[config.mk]
export PLATFORM = sky130hd
export DESIGN_NAME = interval_booking_table
export DESIGN_NICKNAME = d
export VERILOG_FILES = /design/src/hdl/ibt_pkg.sv /design/src/hdl/ibt_engine.sv /design/src/hdl/interval_booking_table.sv
export SDC_FILE = /design/constraint.sdc
export NUM_CORES = 1
export LEC_CHECK = 0
export BUFFER_PORTS_ARGS = -buffer_cell sky130_fd_sc_hd__buf_2
export CORE_MARGIN = 4
export CORE_UTILIZATION = 40
export DETAILED_ROUTE_END_ITERATION = 6
export SETUP_SLACK_MARGIN = 0.1
export SYNTH_ARGS = -nofsm -noshare
export SYNTH_HDL_FRONTEND = slang
export SYNTH_HIERARCHICAL = 1
export SYNTH_SLANG_ARGS = --single-unit
[constraint.sdc]
create_clock -name clk -period 5.2 [get_ports clk]
set_input_delay 0.52 -clock clk [delete_from_list [all_inputs] [get_ports clk]]
set_output_delay 0.52 -clock clk [all_outputs]
set_load 0.02 [all_outputs]
[src/hdl/ibt_pkg.sv]
// Shared constants, status codes and result type for the interval booking table.
// No dependencies.
package ibt_pkg;

    localparam int CAPACITY = 16;
    localparam int IDX_W    = (CAPACITY > 1) ? $clog2(CAPACITY) : 1;
    localparam int CNT_W    = $clog2(CAPACITY + 1);

    localparam int TIME_W   = 16;
    localparam int STATUS_W = 2;
    localparam int SLOT_W   = 4;
    localparam int COUNT_W  = 5;

    localparam logic [STATUS_W-1:0] ST_OK      = 2'd0;
    localparam logic [STATUS_W-1:0] ST_INVALID = 2'd1;
    localparam logic [STATUS_W-1:0] ST_CLASH   = 2'd2;
    localparam logic [STATUS_W-1:0] ST_FULL    = 2'd3;

    typedef struct packed {
        logic [STATUS_W-1:0] status;
        logic [SLOT_W-1:0]   slot;
        logic [COUNT_W-1:0]  count;
    } ibt_result_t;

endpackage

[src/hdl/ibt_engine.sv]
// Table memory and sequencer: scans stored intervals, then shifts and inserts.
// Depends on ibt_pkg.
module ibt_engine (
    input  logic                       clk,
    input  logic                       rst_n,
    input  logic                       req_valid,
    output logic                       busy,
    input  logic [ibt_pkg::TIME_W-1:0] req_start,
    input  logic [ibt_pkg::TIME_W-1:0] req_end,
    output logic                       res_valid,
    input  logic                       res_take,
    output ibt_pkg::ibt_result_t       res
);
    import ibt_pkg::*;

    localparam logic [2:0] S_IDLE     = 3'd0;
    localparam logic [2:0] S_SCAN     = 3'd1;
    localparam logic [2:0] S_SHIFT_RD = 3'd2;
    localparam logic [2:0] S_SHIFT_WR = 3'd3;
    localparam logic [2:0] S_INSERT   = 3'd4;
    localparam logic [2:0] S_DONE     = 3'd5;

    localparam int WORD_W = 2 * TIME_W;

    logic [2:0]          state_reg, state_next;
    logic [TIME_W-1:0]   s_reg, s_next;
    logic [TIME_W-1:0]   e_reg, e_next;
    logic [CNT_W-1:0]    count_reg, count_next;
    logic [CNT_W-1:0]    scan_reg, scan_next;
    logic                pend_reg, pend_next;
    logic [CNT_W-1:0]    slot_reg, slot_next;
    logic                clash_reg, clash_next;
    logic [CNT_W-1:0]    mv_reg, mv_next;
    logic [STATUS_W-1:0] status_reg, status_next;

    logic [WORD_W-1:0]   mem [CAPACITY];
    logic [WORD_W-1:0]   rd_data_reg;
    logic                re, we;
    logic [IDX_W-1:0]    ra, wa;
    logic [WORD_W-1:0]   wd;

    logic [TIME_W-1:0]   rd_start, rd_end;
    logic [CNT_W-1:0]    mv_dec;

    assign rd_start = rd_data_reg[WORD_W-1:TIME_W];
    assign rd_end   = rd_data_reg[TIME_W-1:0];
    assign mv_dec   = mv_reg - CNT_W'(1);

    always_ff @(posedge clk)
    begin
        if (we)
        begin
            mem[wa] <= wd;
        end
        if (re)
        begin
            rd_data_reg <= mem[ra];
        end
    end

    always_comb
    begin
        state_next  = state_reg;
        s_next      = s_reg;
        e_next      = e_reg;
        count_next  = count_reg;
        scan_next   = scan_reg;
        pend_next   = 1'b0;
        slot_next   = slot_reg;
        clash_next  = clash_reg;
        mv_next     = mv_reg;
        status_next = status_reg;
        re          = 1'b0;
        we          = 1'b0;
        ra          = scan_reg[IDX_W-1:0];
        wa          = mv_reg[IDX_W-1:0];
        wd          = rd_data_reg;

        unique case (state_reg)
            S_IDLE:
            begin
                if (req_valid)
                begin
                    s_next     = req_start;
                    e_next     = req_end;
                    scan_next  = '0;
                    slot_next  = '0;
                    clash_next = 1'b0;
                    if (req_start >= req_end)
                    begin
                        status_next = ST_INVALID;
                        state_next  = S_DONE;
                    end
                    else
                    begin
                        state_next = S_SCAN;
                    end
                end
            end
            S_SCAN:
            begin
                if (pend_reg)
                begin
                    if (!(rd_end <= s_reg || rd_start >= e_reg))
                    begin
                        clash_next = 1'b1;
                    end
                    if (rd_start < s_reg)
                    begin
                        slot_next = slot_reg + CNT_W'(1);
                    end
                end
                if (scan_reg < count_reg)
                begin
                    re        = 1'b1;
                    ra        = scan_reg[IDX_W-1:0];
                    scan_next = scan_reg + CNT_W'(1);
                    pend_next = 1'b1;
                end
                else if (!pend_reg)
                begin
                    mv_next = count_reg;
                    priority if (clash_reg)
                    begin
                        status_next = ST_CLASH;
                        slot_next   = '0;
                        state_next  = S_DONE;
                    end
                    else if (count_reg == CNT_W'(CAPACITY))
                    begin
                        status_next = ST_FULL;
                        slot_next   = '0;
                        state_next  = S_DONE;
                    end
                    else if (count_reg > slot_reg)
                    begin
                        state_next = S_SHIFT_RD;
                    end
                    else
                    begin
                        state_next = S_INSERT;
                    end
                end
            end
            S_SHIFT_RD:
            begin
                re         = 1'b1;
                ra         = mv_dec[IDX_W-1:0];
                state_next = S_SHIFT_WR;
            end
            S_SHIFT_WR:
            begin
                we      = 1'b1;
                wa      = mv_reg[IDX_W-1:0];
                wd      = rd_data_reg;
                mv_next = mv_dec;
                if (mv_dec > slot_reg)
                begin
                    state_next = S_SHIFT_RD;
                end
                else
                begin
                    state_next = S_INSERT;
                end
            end
            S_INSERT:
            begin
                we          = 1'b1;
                wa          = slot_reg[IDX_W-1:0];
                wd          = {s_reg, e_reg};
                count_next  = count_reg + CNT_W'(1);
                status_next = ST_OK;
                state_next  = S_DONE;
            end
            S_DONE:
            begin
                if (res_take)
                begin
                    state_next = S_IDLE;
                end
            end
            default:
            begin
                state_next = S_IDLE;
            end
        endcase
    end

    always_ff @(posedge clk or negedge rst_n)
    begin
        if (!rst_n)
        begin
            state_reg <= S_IDLE;
            count_reg <= '0;
            pend_reg  <= 1'b0;
        end
        else
        begin
            state_reg <= state_next;
            count_reg <= count_next;
            pend_reg  <= pend_next;
        end
    end

    always_ff @(posedge clk)
    begin
        s_reg      <= s_next;
        e_reg      <= e_next;
        scan_reg   <= scan_next;
        slot_reg   <= slot_next;
        clash_reg  <= clash_next;
        mv_reg     <= mv_next;
        status_reg <= status_next;
    end

    assign busy       = (state_reg != S_IDLE);
    assign res_valid  = (state_reg == S_DONE);
    assign res.status = status_reg;
    assign res.slot   = SLOT_W'(slot_reg);
    assign res.count  = COUNT_W'(count_reg);

endmodule

[src/hdl/interval_booking_table.sv]
// Top level of the interval booking table: request channel, engine and result register.
// Depends on ibt_pkg and ibt_engine.
//
// Keeps up to CAPACITY non-overlapping intervals [start, end) sorted by start
// in a single-port-write table memory. Each request returns one result: accepted
// with its sorted slot, invalid when start is not below end, clash when it
// overlaps a stored interval (touching is fine), or full. The time a request
// takes grows with the table size and, when accepted, with the entries moved
// up before the insert; it is set by the one-entry-per-cycle memory scan and
// the read-then-write shift loop. An invalid request skips the scan.
// in_stall is high while a request is in progress; a finished result waits in
// the output register.
module interval_booking_table (
    input  logic                         clk,
    input  logic                         rst_n,
    input  logic                         in_valid,
    output logic                         in_stall,
    input  logic [ibt_pkg::TIME_W-1:0]   start_time,
    input  logic [ibt_pkg::TIME_W-1:0]   end_time,
    output logic                         out_valid,
    input  logic                         out_stall,
    output logic [ibt_pkg::STATUS_W-1:0] status,
    output logic [ibt_pkg::SLOT_W-1:0]   slot_index,
    output logic [ibt_pkg::COUNT_W-1:0]  entry_count
);
    import ibt_pkg::*;

    logic        busy;
    logic        res_valid;
    logic        res_take;
    ibt_result_t res;

    logic        out_valid_reg, out_valid_next;
    ibt_result_t out_reg;

    ibt_engine u_engine (
        .clk       (clk),
        .rst_n     (rst_n),
        .req_valid (in_valid),
        .busy      (busy),
        .req_start (start_time),
        .req_end   (end_time),
        .res_valid (res_valid),
        .res_take  (res_take),
        .res       (res)
    );

    assign res_take = res_valid && (!out_valid_reg || !out_stall);

    always_comb
    begin
        out_valid_next = out_valid_reg;
        if (res_take)
        begin
            out_valid_next = 1'b1;
        end
        else if (!out_stall)
        begin
            out_valid_next = 1'b0;
        end
    end

    always_ff @(posedge clk or negedge rst_n)
    begin
        if (!rst_n)
        begin
            out_valid_reg <= 1'b0;
        end
        else
        begin
            out_valid_reg <= out_valid_next;
        end
    end

    always_ff @(posedge clk)
    begin
        if (res_take)
        begin
            out_reg <= res;
        end
    end

    assign in_stall    = busy;
    assign out_valid   = out_valid_reg;
    assign status      = out_reg.status;
    assign slot_index  = out_reg.slot;
    assign entry_count = out_reg.count;

endmodule

# Word-level counts from Yosys, hierarchy flattened

Memories as Yosys holds them, arrays and structs flattened. A register that Yosys moved wholly into a read port is not among the register bits.
Index checks and enable logic that the tools add are counted.

Register bits after elaboration: 71
Bits in writable memories: 512
Output and inout port bits: 13
Logic and storage cells: 105
Memories: 1

$add $sub $neg: 4
Order comparisons: 7
Equality and inequality tests: 16
Multiplexer cells: 45
Reductions and logical operators: 18

Memories:

| memory       | depth | width | rd ports | clocked after Yosys merged registers in | write ports | line             | source |
|---|---|---|---|---|---|---|---|
| u_engine.mem | 16    | 32    | 1        | 1                                       | 1           | ibt_engine.sv:36 | `logic [WORD_W-1:0] mem [CAPACITY];` |

Operators with widths:

| operator            | count |
|---|---|
| $mux 5              | 10 |
| $ge 16x16->1        | 2 |
| $mux 32             | 1 |
| $pmux 5 s2          | 3 |
| $mux 3              | 9 |
| $pmux 3 s6          | 1 |
| $le 16x16->1        | 1 |
| $lt 16x16->1        | 1 |
| $add 5x1->5 const B | 3 |
| $mux 2              | 6 |
| $gt 5x5->1          | 2 |
| $mux 1              | 10 |
| $ne 2x1->1 const B  | 5 |
| $mux 4              | 2 |
| $ne 2x2->1 const B  | 4 |
| $reduce_and 4->1    | 2 |
| $eq 3x2->1 const B  | 2 |
| $eq 3x3->1 const B  | 2 |
| $pmux 2 s3          | 1 |
| $reduce_and 3->1    | 2 |
| $reduce_and 6->1    | 1 |
| $reduce_bool 3->1   | 2 |
| $eq 5x5->1 const B  | 1 |
| $lt 5x5->1          | 1 |
| other kinds (11)    | 16 |

# Depth between registers and ports, before layout

Gate-level depths: netlist (run 1).

Depth after elaboration: 8
Gate-level depth with buffers: 10
Depth with buffers taken out: 10

# By module

The synthesis (run 1) kept the hierarchy.

Modules (own cells, without submodules):

| module                 | instances | cells each | area an instance (sq um) |
|---|---|---|---|
| ibt_engine             | 1         | 1,615      | 26,357.8 |
| interval_booking_table | 1         | 14         | 374.1 |

# Worst setup path before layout (run 1)

OpenSTA, ideal clock, no wires.

Path type: register -> register
Start: register u_engine.state_reg[2]
End: memory u_engine/mem[4][0] (netlist bit), enable pin
Arrival time: 2.676 ns
Required time: 4.779 ns
Path slack: 2.103 ns
Stages on the path, launching flop included: 6
Period minus slack after synthesis: 3.097 ns
Cells stage by stage: dfrtp_1 -> buf_2 -> clkinv_1 -> nor3_2 -> a32oi_1 -> nor2_1

Word-level cells in the longest chain between the ends: 5
Elaborated cells between the ends (all ways): 7
Classes of those cells: eq/ne: 2; mux: 4; reduce/logical: 1

Ends and longest elaborated chain:

| what                                            | line              | source |
|---|---|---|
| from (decl)                                     | ibt_engine.sv:25  | `logic [2:0] state_reg, state_next;` |
| from (signal assigned)                          | ibt_engine.sv:199 | `state_reg <= state_next;` |
| $eq 3x3->1 / $eq 3x2->1 (equally long branches) | ibt_engine.sv:79  | `unique case (state_reg)` |
| $reduce_or 2->1 (no line)                       | --                |  |
| $mux 1                                          | ibt_engine.sv:79  |  |
| $mux 1                                          | ibt_engine.sv:51  | `if (we)` |
| $mux 1 (not written as such)                    | ibt_engine.sv:53  | `mem[wa] <= wd;` |
| to (decl)                                       | ibt_engine.sv:36  |  |

Several ways; a longest one is shown, not always the timed one.

# Worst setup path after layout (run 1)

Start: register u_engine.state_reg[2]
End: memory u_engine/mem[14][20] (netlist bit), enable pin

Same word-level chain as after synthesis.

==> results of run 1 <==
## timing repair
item / CTS / global route
hold buffers: 1 / 0
hold endpoints to repair: 10 / 0
resized for setup: 0 / 0
## logic make-up (layout without fill, tap and decap cells)
logic type,after synthesis,after routing
mux,483,483
xor+xnor,10,10
simple gates,167,167
fa+ha+maj,82,82
flops,615,615
compound gates,133,133
buf+inv,139,309
## worst max-delay path: stages, from the launching register on
cell and delay (ns):
dfrtp_1 0.55, clkinv_1 0.33, nor3_2 0.24, buf_4 0.25
a31oi_1 0.34, nor2_4 0.71, buf_4 0.52
## power breakdown
group | switching, mW | internal (mW)
sequential | 0.410 | 7.14
clock | 1.93 | 2.61
combinational | 4.07 | 2.43
total | 6.41 | 12.2
## Yosys cell counts, types with 3 or more instances
cell type	instances
edfxtp_1	605
mux2i_1	482
ha_1	82
inv_1	70
nand2_1	67
o21ai_0	53
nor2_1	42
a21oi_1	32
buf_2	23
buf_6	23
clkbuf_1	12
a21o_1	11
nor2b_1	11
dfrtp_1	10
nor3_1	10
nand3_1	9
a211oi_1	8
nand4_1	8
xnor2_1	8
a31oi_1	7
and3_1	6
buf_4	6
buf_8	4
or3_1	4
a41o_1	3
## final timing paths
path,to,slack [ns],cells after the start
worst max-delay path,u_engine/mem[14][20],1.87,6
worst min-delay path,u_engine/e_reg[6],0.12,1
worst max register to register,u_engine/mem[14][20],1.87,6
worst min register to register,status[0],0.43,0
max in group asynchronous,u_engine/pend_reg,4.65,2
min in group asynchronous,u_engine/count_reg[3],0.34,2
## per-layer routing
| metal | GRT usage | routed length [um] | vias to the layer above |
|---|---|---|---|
| met2 | 0.286 | 29400 | 416 |
| met4 | 0.0585 | 1640 | 0 |
| met5 | 0 | 0 | - |
| met1 | 0.246 | 28600 | 7207 |
| met3 | 0.0357 | 4040 | 94 |
| li1 | - | - | 6512 |
## cell type report
type,count,area share
flip-flops and latches,615,0.607
clock buffers,77,0.0572
repair buffers,116,0.0269
well taps,864,0.0356
inverters,71,0.00878
multi-input cells,875,0.253
clock inverters,45,0.0114
## stage by stage
step                      total power [mW]  instances  setup WS (ns)  instance area [sq um]
after floorplan                       12.1       1629           2.10                  26700
after global placement                14.0       2540           1.96                  28300
after detailed placement              14.1       2540           1.90                  28300
after CTS                             18.7       2663           1.88                  30300
after global routing                  19.5       2663           1.69                  30300
final                                 18.6       2663           1.87                  30300
==> metrics, run 1 <==
outcome=finished clean; post-route ant nets=0; leak pwr=11.9 nW; Via density=5.34; clock-pin slew on the worst setup and hold paths=0.06 ns; floorplan die width=267 um; XOR/XNOR Fraction of Synth Area=0.00328; Synth Area in Compound Gates=0.0300; Worst Path Arrival=3.56 ns; Post-synth EDFFs=605; cts bufs inserted=67; core area=66000 sq um; vias in the first global route=14349; Avg Inst Size Synth=16.4 sq um; multi-input logic area=7680 sq um; GP Congestion=0.819; final core occ=0.460; DR pass1 iterations=5; Setup TNS=0 ns; fin crit share=0.641; chip height=267 um; via count=14229; area leader, netlist=edfxtp_1; slew of the pin with the lowest slew margin=1.06 ns; Hold Fails Final Rpt=0; Synth Register Bits=615; diode count=0; max FFs per register=512; ranking of synthesized cells by area=edfxtp_1 (68%), mux2i_1 (18%), ha_1 (3.8%), o21ai_0 (0.99%), inv_1 (0.98%); area share of fa/ha/maj cells after synthesis=0.0384; commonest non-fill, non-tap cells in the layout=edfxtp_1 (605), mux2i_1 (482), ha_1 (82), inv_1 (70), clkbuf_16 (68); initial antenna violation count=1; clock sink total=615; layout cells sized above 1=0.130; Ys Warns=6; cell area after synthesis=26700 sq um; cells after synthesis=1629; HP Class=input pin to flip-flop; post-synth cell types=50; starting density of the core=0.405; Max Buffers Root-to-Sink=3; crit start category=flip-flop; main combinational cell family by area after synthesis=multiplexers; Syn Nets=1747; highest clock rate=300 MHz; final setup violation count=0; hpwl dp=35800 um; drt wl/cell=23.9 um; GRT Residual Overflow=0; drt drc=0; hold_sp=end_time[6]; CP Capture Type=flip-flop; Register Area=18400 sq um; ys flop type=edfxtp_1; Slew Viols, Final=0; worst-path maximum fanout=19; DIE AREA=71000 sq um; RSZ-0062 raised after global routing=no; critical path launch point=u_engine/state_reg[2]; Final Critical Period=3.33 ns; most common cell after layout, fill and taps aside=edfxtp_1; Port Buffers=48; latest clock arrival within the worst-skew pair=0.60 ns; # nets final=1864; required time of the worst setup path=5.43 ns; clk root buf=clkbuf_16; H-tree Lvls=3; Clock Skew=0.0217 ns; pin count of the biggest net entering global routing=75; slew margin rel.=0.289; TritonCTS clock tree=yes; first-pass GRT wire length=93600 um; post-synthesis mux area share=0.181; Cell Pwr Density=612 nW/um^2; post-synth top area share=0.680; Setup Fix Bufs, Post-CTS=0; Rows=94; Max Cap Violations=0; fillers=5584; area share of and/or/nand/nor cells after synthesis=0.0284; Area growth syn-to-layout=13.5%; global-route usage over all layers=0.178; worst vdd ir=0.398 mV; Post-Route WL=63600 um; kind of critical path=flip-flop to flip-flop; I/O pins=49; Iter 0 DRT Violations=1180; worst flop-to-flop path startpoint=u_engine/state_reg[2]; FFs w/ async S/R, synth=0.0163; sequential share of the synthesized area=0.689; final hold slack=0.118 ns
Note: power is estimated with default switching activity, not from simulation.
==> run 2: changes to the inputs <==
--- a/config.mk
+++ b/config.mk
@@ -5,6 +5,7 @@
 export SDC_FILE = /design/constraint.sdc
 export NUM_CORES = 1
 export LEC_CHECK = 0
+export ABC_AREA = 1
 export BUFFER_PORTS_ARGS = -buffer_cell sky130_fd_sc_hd__buf_2
 export CORE_MARGIN = 4
 export CORE_UTILIZATION = 40
==> constraint.sdc (replaced) <==
create_clock -name clk -period 2.96 [get_ports clk]
set_input_delay 0.296 -clock clk [delete_from_list [all_inputs] [get_ports clk]]
set_output_delay 0.296 -clock clk [all_outputs]
set_load 0.02 [all_outputs]
==> metrics, run 2 <==
outcome=finished clean; Area growth syn-to-layout=16.8%; CP Capture Type=flip-flop; Synth Area in Compound Gates=0.0998; Synth Register Bits=615; post-route ant nets=0; ranking of synthesized cells by area=edfxtp_1 (68%), nor2_1 (4.5%), ha_1 (3.9%), o21ai_0 (3.6%), o211ai_1 (3.6%); drt wl/cell=20.5 um; via count=17535; DIE AREA=70700 sq um; floorplan die width=266 um; H-tree Lvls=3; Register Area=18400 sq um; Iter 0 DRT Violations=1760; latest clock arrival within the worst-skew pair=0.60 ns; clk root buf=clkbuf_16; most common cell after layout, fill and taps aside=edfxtp_1; FFs w/ async S/R, synth=0.0163; XOR/XNOR Fraction of Synth Area=0.00263; highest clock rate=373 MHz; area share of fa/ha/maj cells after synthesis=0.0386; slew margin rel.=0.219; Hold Fails Final Rpt=0; crit start category=flip-flop; required time of the worst setup path=3.22 ns; starting density of the core=0.404; Slew Viols, Final=0; fillers=5796; HP Class=input pin to async pin; crit-path max cell delay=0.44 ns; kind of critical path=flip-flop to flip-flop; area share of and/or/nand/nor cells after synthesis=0.115; CP max stage cell=dfrtp_1; first-pass GRT wire length=102000 um; chip height=266 um; Avg Inst Size Synth=11.8 sq um; cells after synthesis=2250; Max Cap Violations=0; vias in the first global route=16886; Port Buffers=48; worst slack at placement=0.313 ns; final worst slack=0.281 ns; Cell Pwr Density=1160 nW/um^2; area leader, netlist=edfxtp_1; pin count of the biggest net entering global routing=74; main combinational cell family by area after synthesis=simple AND/OR/NAND/NOR gates; GP Congestion=0.844; Clock Skew=0.0175 ns; Design Area, Final=31100 sq um; post-synth top area share=0.683; # nets final=2499; post-synthesis mux area share=0; max FFs per register=512; Via density=5.33; CP Cell Sequence=inv_2 -> nand2_1 -> inv_1 -> nand2_2 -> o21ai_0 -> nand3_1 -> nor2_4 -> buf_4; Post-synth EDFFs=605; GRT Residual Overflow=0; initial antenna violation count=2; clock sink total=615; global-route usage over all layers=0.188; core area=65900 sq um; synth cell count leaders=edfxtp_1 (605), nor2_1 (320), nand2_1 (252); layout cells sized above 1=0.110; sequential share of the synthesized area=0.692; commonest non-fill, non-tap cells in the layout=edfxtp_1 (605), nor2_1 (303), nand2_1 (249), inv_1 (215), o21ai_0 (193); diode count=0; I/O pins=49; final setup violation count=0; Rows=94; worst-path maximum fanout=18; RSZ-0062 raised after global routing=yes; Final Critical Period=2.68 ns; hpwl dp=40800 um; multi-input logic area=6990 sq um; Ys Warns=6; DR pass1 iterations=5; TritonCTS clock tree=yes; ys flop type=edfxtp_1; drt drc=0; worst vdd ir=0.603 mV; cts bufs inserted=66; Max Buffers Root-to-Sink=3; leak pwr=11.5 nW; count leader, synth=edfxtp_1; cell area after synthesis=26600 sq um; DP Area=28700 sq um; Design Power=36.2 mW; slew of the pin with the lowest slew margin=1.17 ns; Post-Route WL=67300 um; Worst Path Arrival=2.93 ns; post_cts resized=0; Syn Nets=2368; clock-pin slew on the worst setup and hold paths=0.06 ns; post-synth cell types=34; fin crit share=0.905
==> run 2: kinds of logic (layout without fill, tap and decap cells) <==
| group | Yosys count | after routing |
|---|---|---|
| adders and majority gates | 82 | 82 |
| xor gates and xnor gates | 8 | 8 |
| DFF | 615 | 615 |
| and+or+nand+nor | 747 | 747 |
| buffers and inverters | 336 | 510 |
| AOI/OAI and AO/OA | 462 | 462 |
==> run 2: layer usage <==
layer / track usage / wire length, um / vias up
met1: 0.271 / 30100 / 8528
met4: 0.0499 / 1380 / 0
li1: - / - / 8253
met2: 0.296 / 30500 / 654
met5: 0 / 0 / -
met3: 0.0348 / 5400 / 100
==> run 2: final timing paths <==
path                                   startpoint                     to  slack (ns)  cells past startpoint
max                         u_engine/state_reg[0]   u_engine/mem[12][14]        0.28                      8
min                                         rst_n              out_valid        0.12                      2
max reg2reg                 u_engine/state_reg[0]   u_engine/mem[12][14]        0.28                      8
min reg2reg                u_engine/status_reg[1]              status[1]        0.42                      0
max in group asynchronous                   rst_n  u_engine/count_reg[4]        2.62                      2
min in group clk                         in_valid     u_engine/clash_reg        0.31                      5
==> run 2: critical path, delay by kind of cell, from the launching register on <==
kind,cells,cell delay [ns]
AND/OR/NAND/NOR,4,0.89
AO/OA/AOI/OAI,1,0.40
buffers and inverters,3,0.60
flip-flops,1,0.44
==> run 2: power by group <==
group	switching (mW)	internal, mW	total [mW]
registers	0.799	13.0	13.8
logic	10.1	4.35	14.4
clock network	3.28	4.70	7.98
==> run 2: cell type report <==
cell class | count | area share
clock inverters | 30 | 0.00902
well taps | 864 | 0.0348
repair buffers | 179 | 0.0546
inverters | 220 | 0.0267
flip-flops and latches | 615 | 0.593
clock buffers | 81 | 0.0573
multi-input cells | 1299 | 0.225
==> run 2: metrics by stage <==
stage / instances / TNS (ns) / util / hold slack, ns
finish: 3288 / 0 / 0.472 / 0.118
floorplan: 2250 / -68.69 / - / 0.000409
CTS: 3288 / 0 / 0.472 / 0.0956
global placement: 3143 / 0 / 0.435 / 0.185
global route: 3288 / 0 / 0.472 / 0.125
detailed placement: 3143 / 0 / 0.435 / 0.184
==> run 2: timing repair <==
action | 4_1_cts | 5_1_grt
hold buffers | 34 | 0
setup endpoints to repair | 0 | 13
buffers inserted | 0 | 0
hold endpoints to repair | 43 | 0
==> run 3: changes to the inputs <==
--- a/config.mk
+++ b/config.mk
@@ -5,7 +5,6 @@
 export SDC_FILE = /design/constraint.sdc
 export NUM_CORES = 1
 export LEC_CHECK = 0
-export ABC_AREA = 1
 export BUFFER_PORTS_ARGS = -buffer_cell sky130_fd_sc_hd__buf_2
 export CORE_MARGIN = 4
 export CORE_UTILIZATION = 40
==> metrics, run 3 (synthesis results as in run 1) <==
DR pass1 iterations=5; Worst Path Arrival=3.00 ns; Design Power=32.7 mW; max FFs per register=512; drt drc=0; kind of critical path=input pin to flip-flop; Slew Viols, Final=0; crit start category=input pin; GRT Residual Overflow=0; worst flop-to-flop path startpoint=u_engine/state_reg[2]; Setup Fix Bufs, Post-CTS=0; Post-Route WL=62400 um; layout cells sized above 1=0.135; worst-path maximum fanout=2; chip height=267 um; initial antenna violation count=0; RSZ-0062 raised after global routing=no; delay-heaviest family, CP=compound AO/OA/AOI/OAI gates; HP Class=input pin to async pin; global-route usage over all layers=0.173; commonest non-fill, non-tap cells in the layout=edfxtp_1 (605), mux2i_1 (481), ha_1 (82), inv_1 (70), clkbuf_16 (67); Port Buffers=48; Clock Skew=0.0349 ns; slew of the pin with the lowest slew margin=1.07 ns; vias in the first global route=14256; Cell Pwr Density=1050 nW/um^2; floorplan die width=267 um; via count=14411; first-pass GRT wire length=90900 um; Max Cap Violations=0; highest clock rate=362 MHz; I/O pins=49; H-tree Lvls=3; post-route ant nets=0; Buf+Inv Stages, Crit Path=3; Iter 0 DRT Violations=1025; outcome=finished clean; DIE AREA=71000 sq um; clock-pin slew on the worst setup and hold paths=0.06 ns; clock sink total=615; Rows=94; leak pwr=12.2 nW; required time of the worst setup path=3.20 ns; clk root buf=clkbuf_16; latest clock arrival within the worst-skew pair=0.61 ns; Reg-to-Reg End=u_engine/rd_data_reg[20]; starting density of the core=0.405; most common cell after layout, fill and taps aside=edfxtp_1; fin crit share=0.932; Via density=5.31; CP max stage cell=o21ai_0; crit-path max cell delay=0.54 ns; critical path launch point=end_time[2]; CP Capture Type=flip-flop; worst vdd ir=0.648 mV; hpwl dp=35500 um; Max Buffers Root-to-Sink=3; FF-to-FF path depth=8; pin count of the biggest net entering global routing=59; TritonCTS clock tree=yes; drt wl/cell=23.0 um; final setup violation count=0; final hold slack=0.0928 ns; Area growth syn-to-layout=16.4%; slew margin rel.=0.288; Hold Fails Final Rpt=0; register-to-register setup slack=0.24 ns; core area=66000 sq um; CP Cell Sequence=dlygate4sd3_1 -> buf_2 -> inv_1 -> ha_1 -> nand2_1 -> o21ai_0 -> a41oi_1 -> o21ai_0 -> a41oi_1 -> a211oi_1; GP Congestion=0.858; Final Critical Period=2.76 ns; cts bufs inserted=66; # nets final=1920
[run 3: cell count changes in the layout (fill, tap and decap cells not counted), sizes merged, moves of 145 or more]
cell	previous run	this run
nand3	154	9
nor2	321	42
inv	223	75
nand2	253	67
mux2i	0	483
o21ai	287	53
[run 3: layout make-up]
| cell class | count | area, sq um |
|---|---|---|
| Sequential cell | 615 | 18400 |
| Fill cell | 5592 | 34900 |
| Multi-Input combinational cell | 875 | 7690 |
| Antenna cell | 1 | 2.50 |
| Tap cell | 864 | 1080 |
| Clock buffer | 85 | 1730 |
| Timing Repair Buffer | 173 | 1730 |
| Clock inverter | 32 | 210 |
| Inverter | 71 | 267 |
[run 3: how the worst max path moves through the flow]
stage,cells past startpoint,slack (ns),end
after floorplan,5,-0.14,u_engine/mem[4][0]
after global placement,8,0.15,u_engine/rd_data_reg[20]
after detailed placement,8,0.16,u_engine/rd_data_reg[17]
after CTS,8,0.12,u_engine/rd_data_reg[20]
after global routing,8,0.11,u_engine/rd_data_reg[20]
final,10,0.20,u_engine/status_reg[0]
[run 3: metal layers]
layer / global-route usage / vias up / part of all wire
li1: - / 6623 / -
met1: 0.240 / 7338 / 0.46
met2: 0.287 / 360 / 0.47
met3: 0.0306 / 90 / 0.048
met4: 0.0421 / 0 / 0.021
met5: 0 / - / 0
[run 3: through the flow]
| stage | setup WS [ns] | utilization | setup TNS, ns | std cells | area, sq um |
|---|---|---|---|---|---|
| detailed placement | 0.159 | 0.436 | 0 | 2562 | 28800 |
| CTS | 0.122 | 0.471 | 0 | 2714 | 31100 |
| floorplan | -0.137 | - | -48.08 | 1629 | 26700 |
| global placement | 0.150 | 0.436 | 0 | 2562 | 28800 |
| global route | 0.107 | 0.472 | 0 | 2715 | 31100 |
| finish | 0.201 | 0.472 | 0 | 2716 | 31100 |
[run 3: worst register-to-register path, cell delays in order, from the launching register on]
cell     delay, ns
dfrtp_1       0.47
or3b_1        0.49
buf_4         0.22
a21oi_4       0.17
buf_12        0.24
buf_12        0.30
mux2i_1       0.29
mux2i_1       0.10
mux2i_2       0.24
[run 3: power breakdown]
group / switching, mW / internal [mW] / total (mW)
logic: 7.31 / 4.76 / 12.1
clock network: 3.24 / 4.24 / 7.49
registers: 0.639 / 12.5 / 13.2
total: 11.2 / 21.5 / 32.7
[run 3: what timing repair did]
item	in CTS	in global routing
resized for setup	0	2
hold buffers	35	0
endpoints found under the setup margin	0	4
hold endpoints to repair	44	0
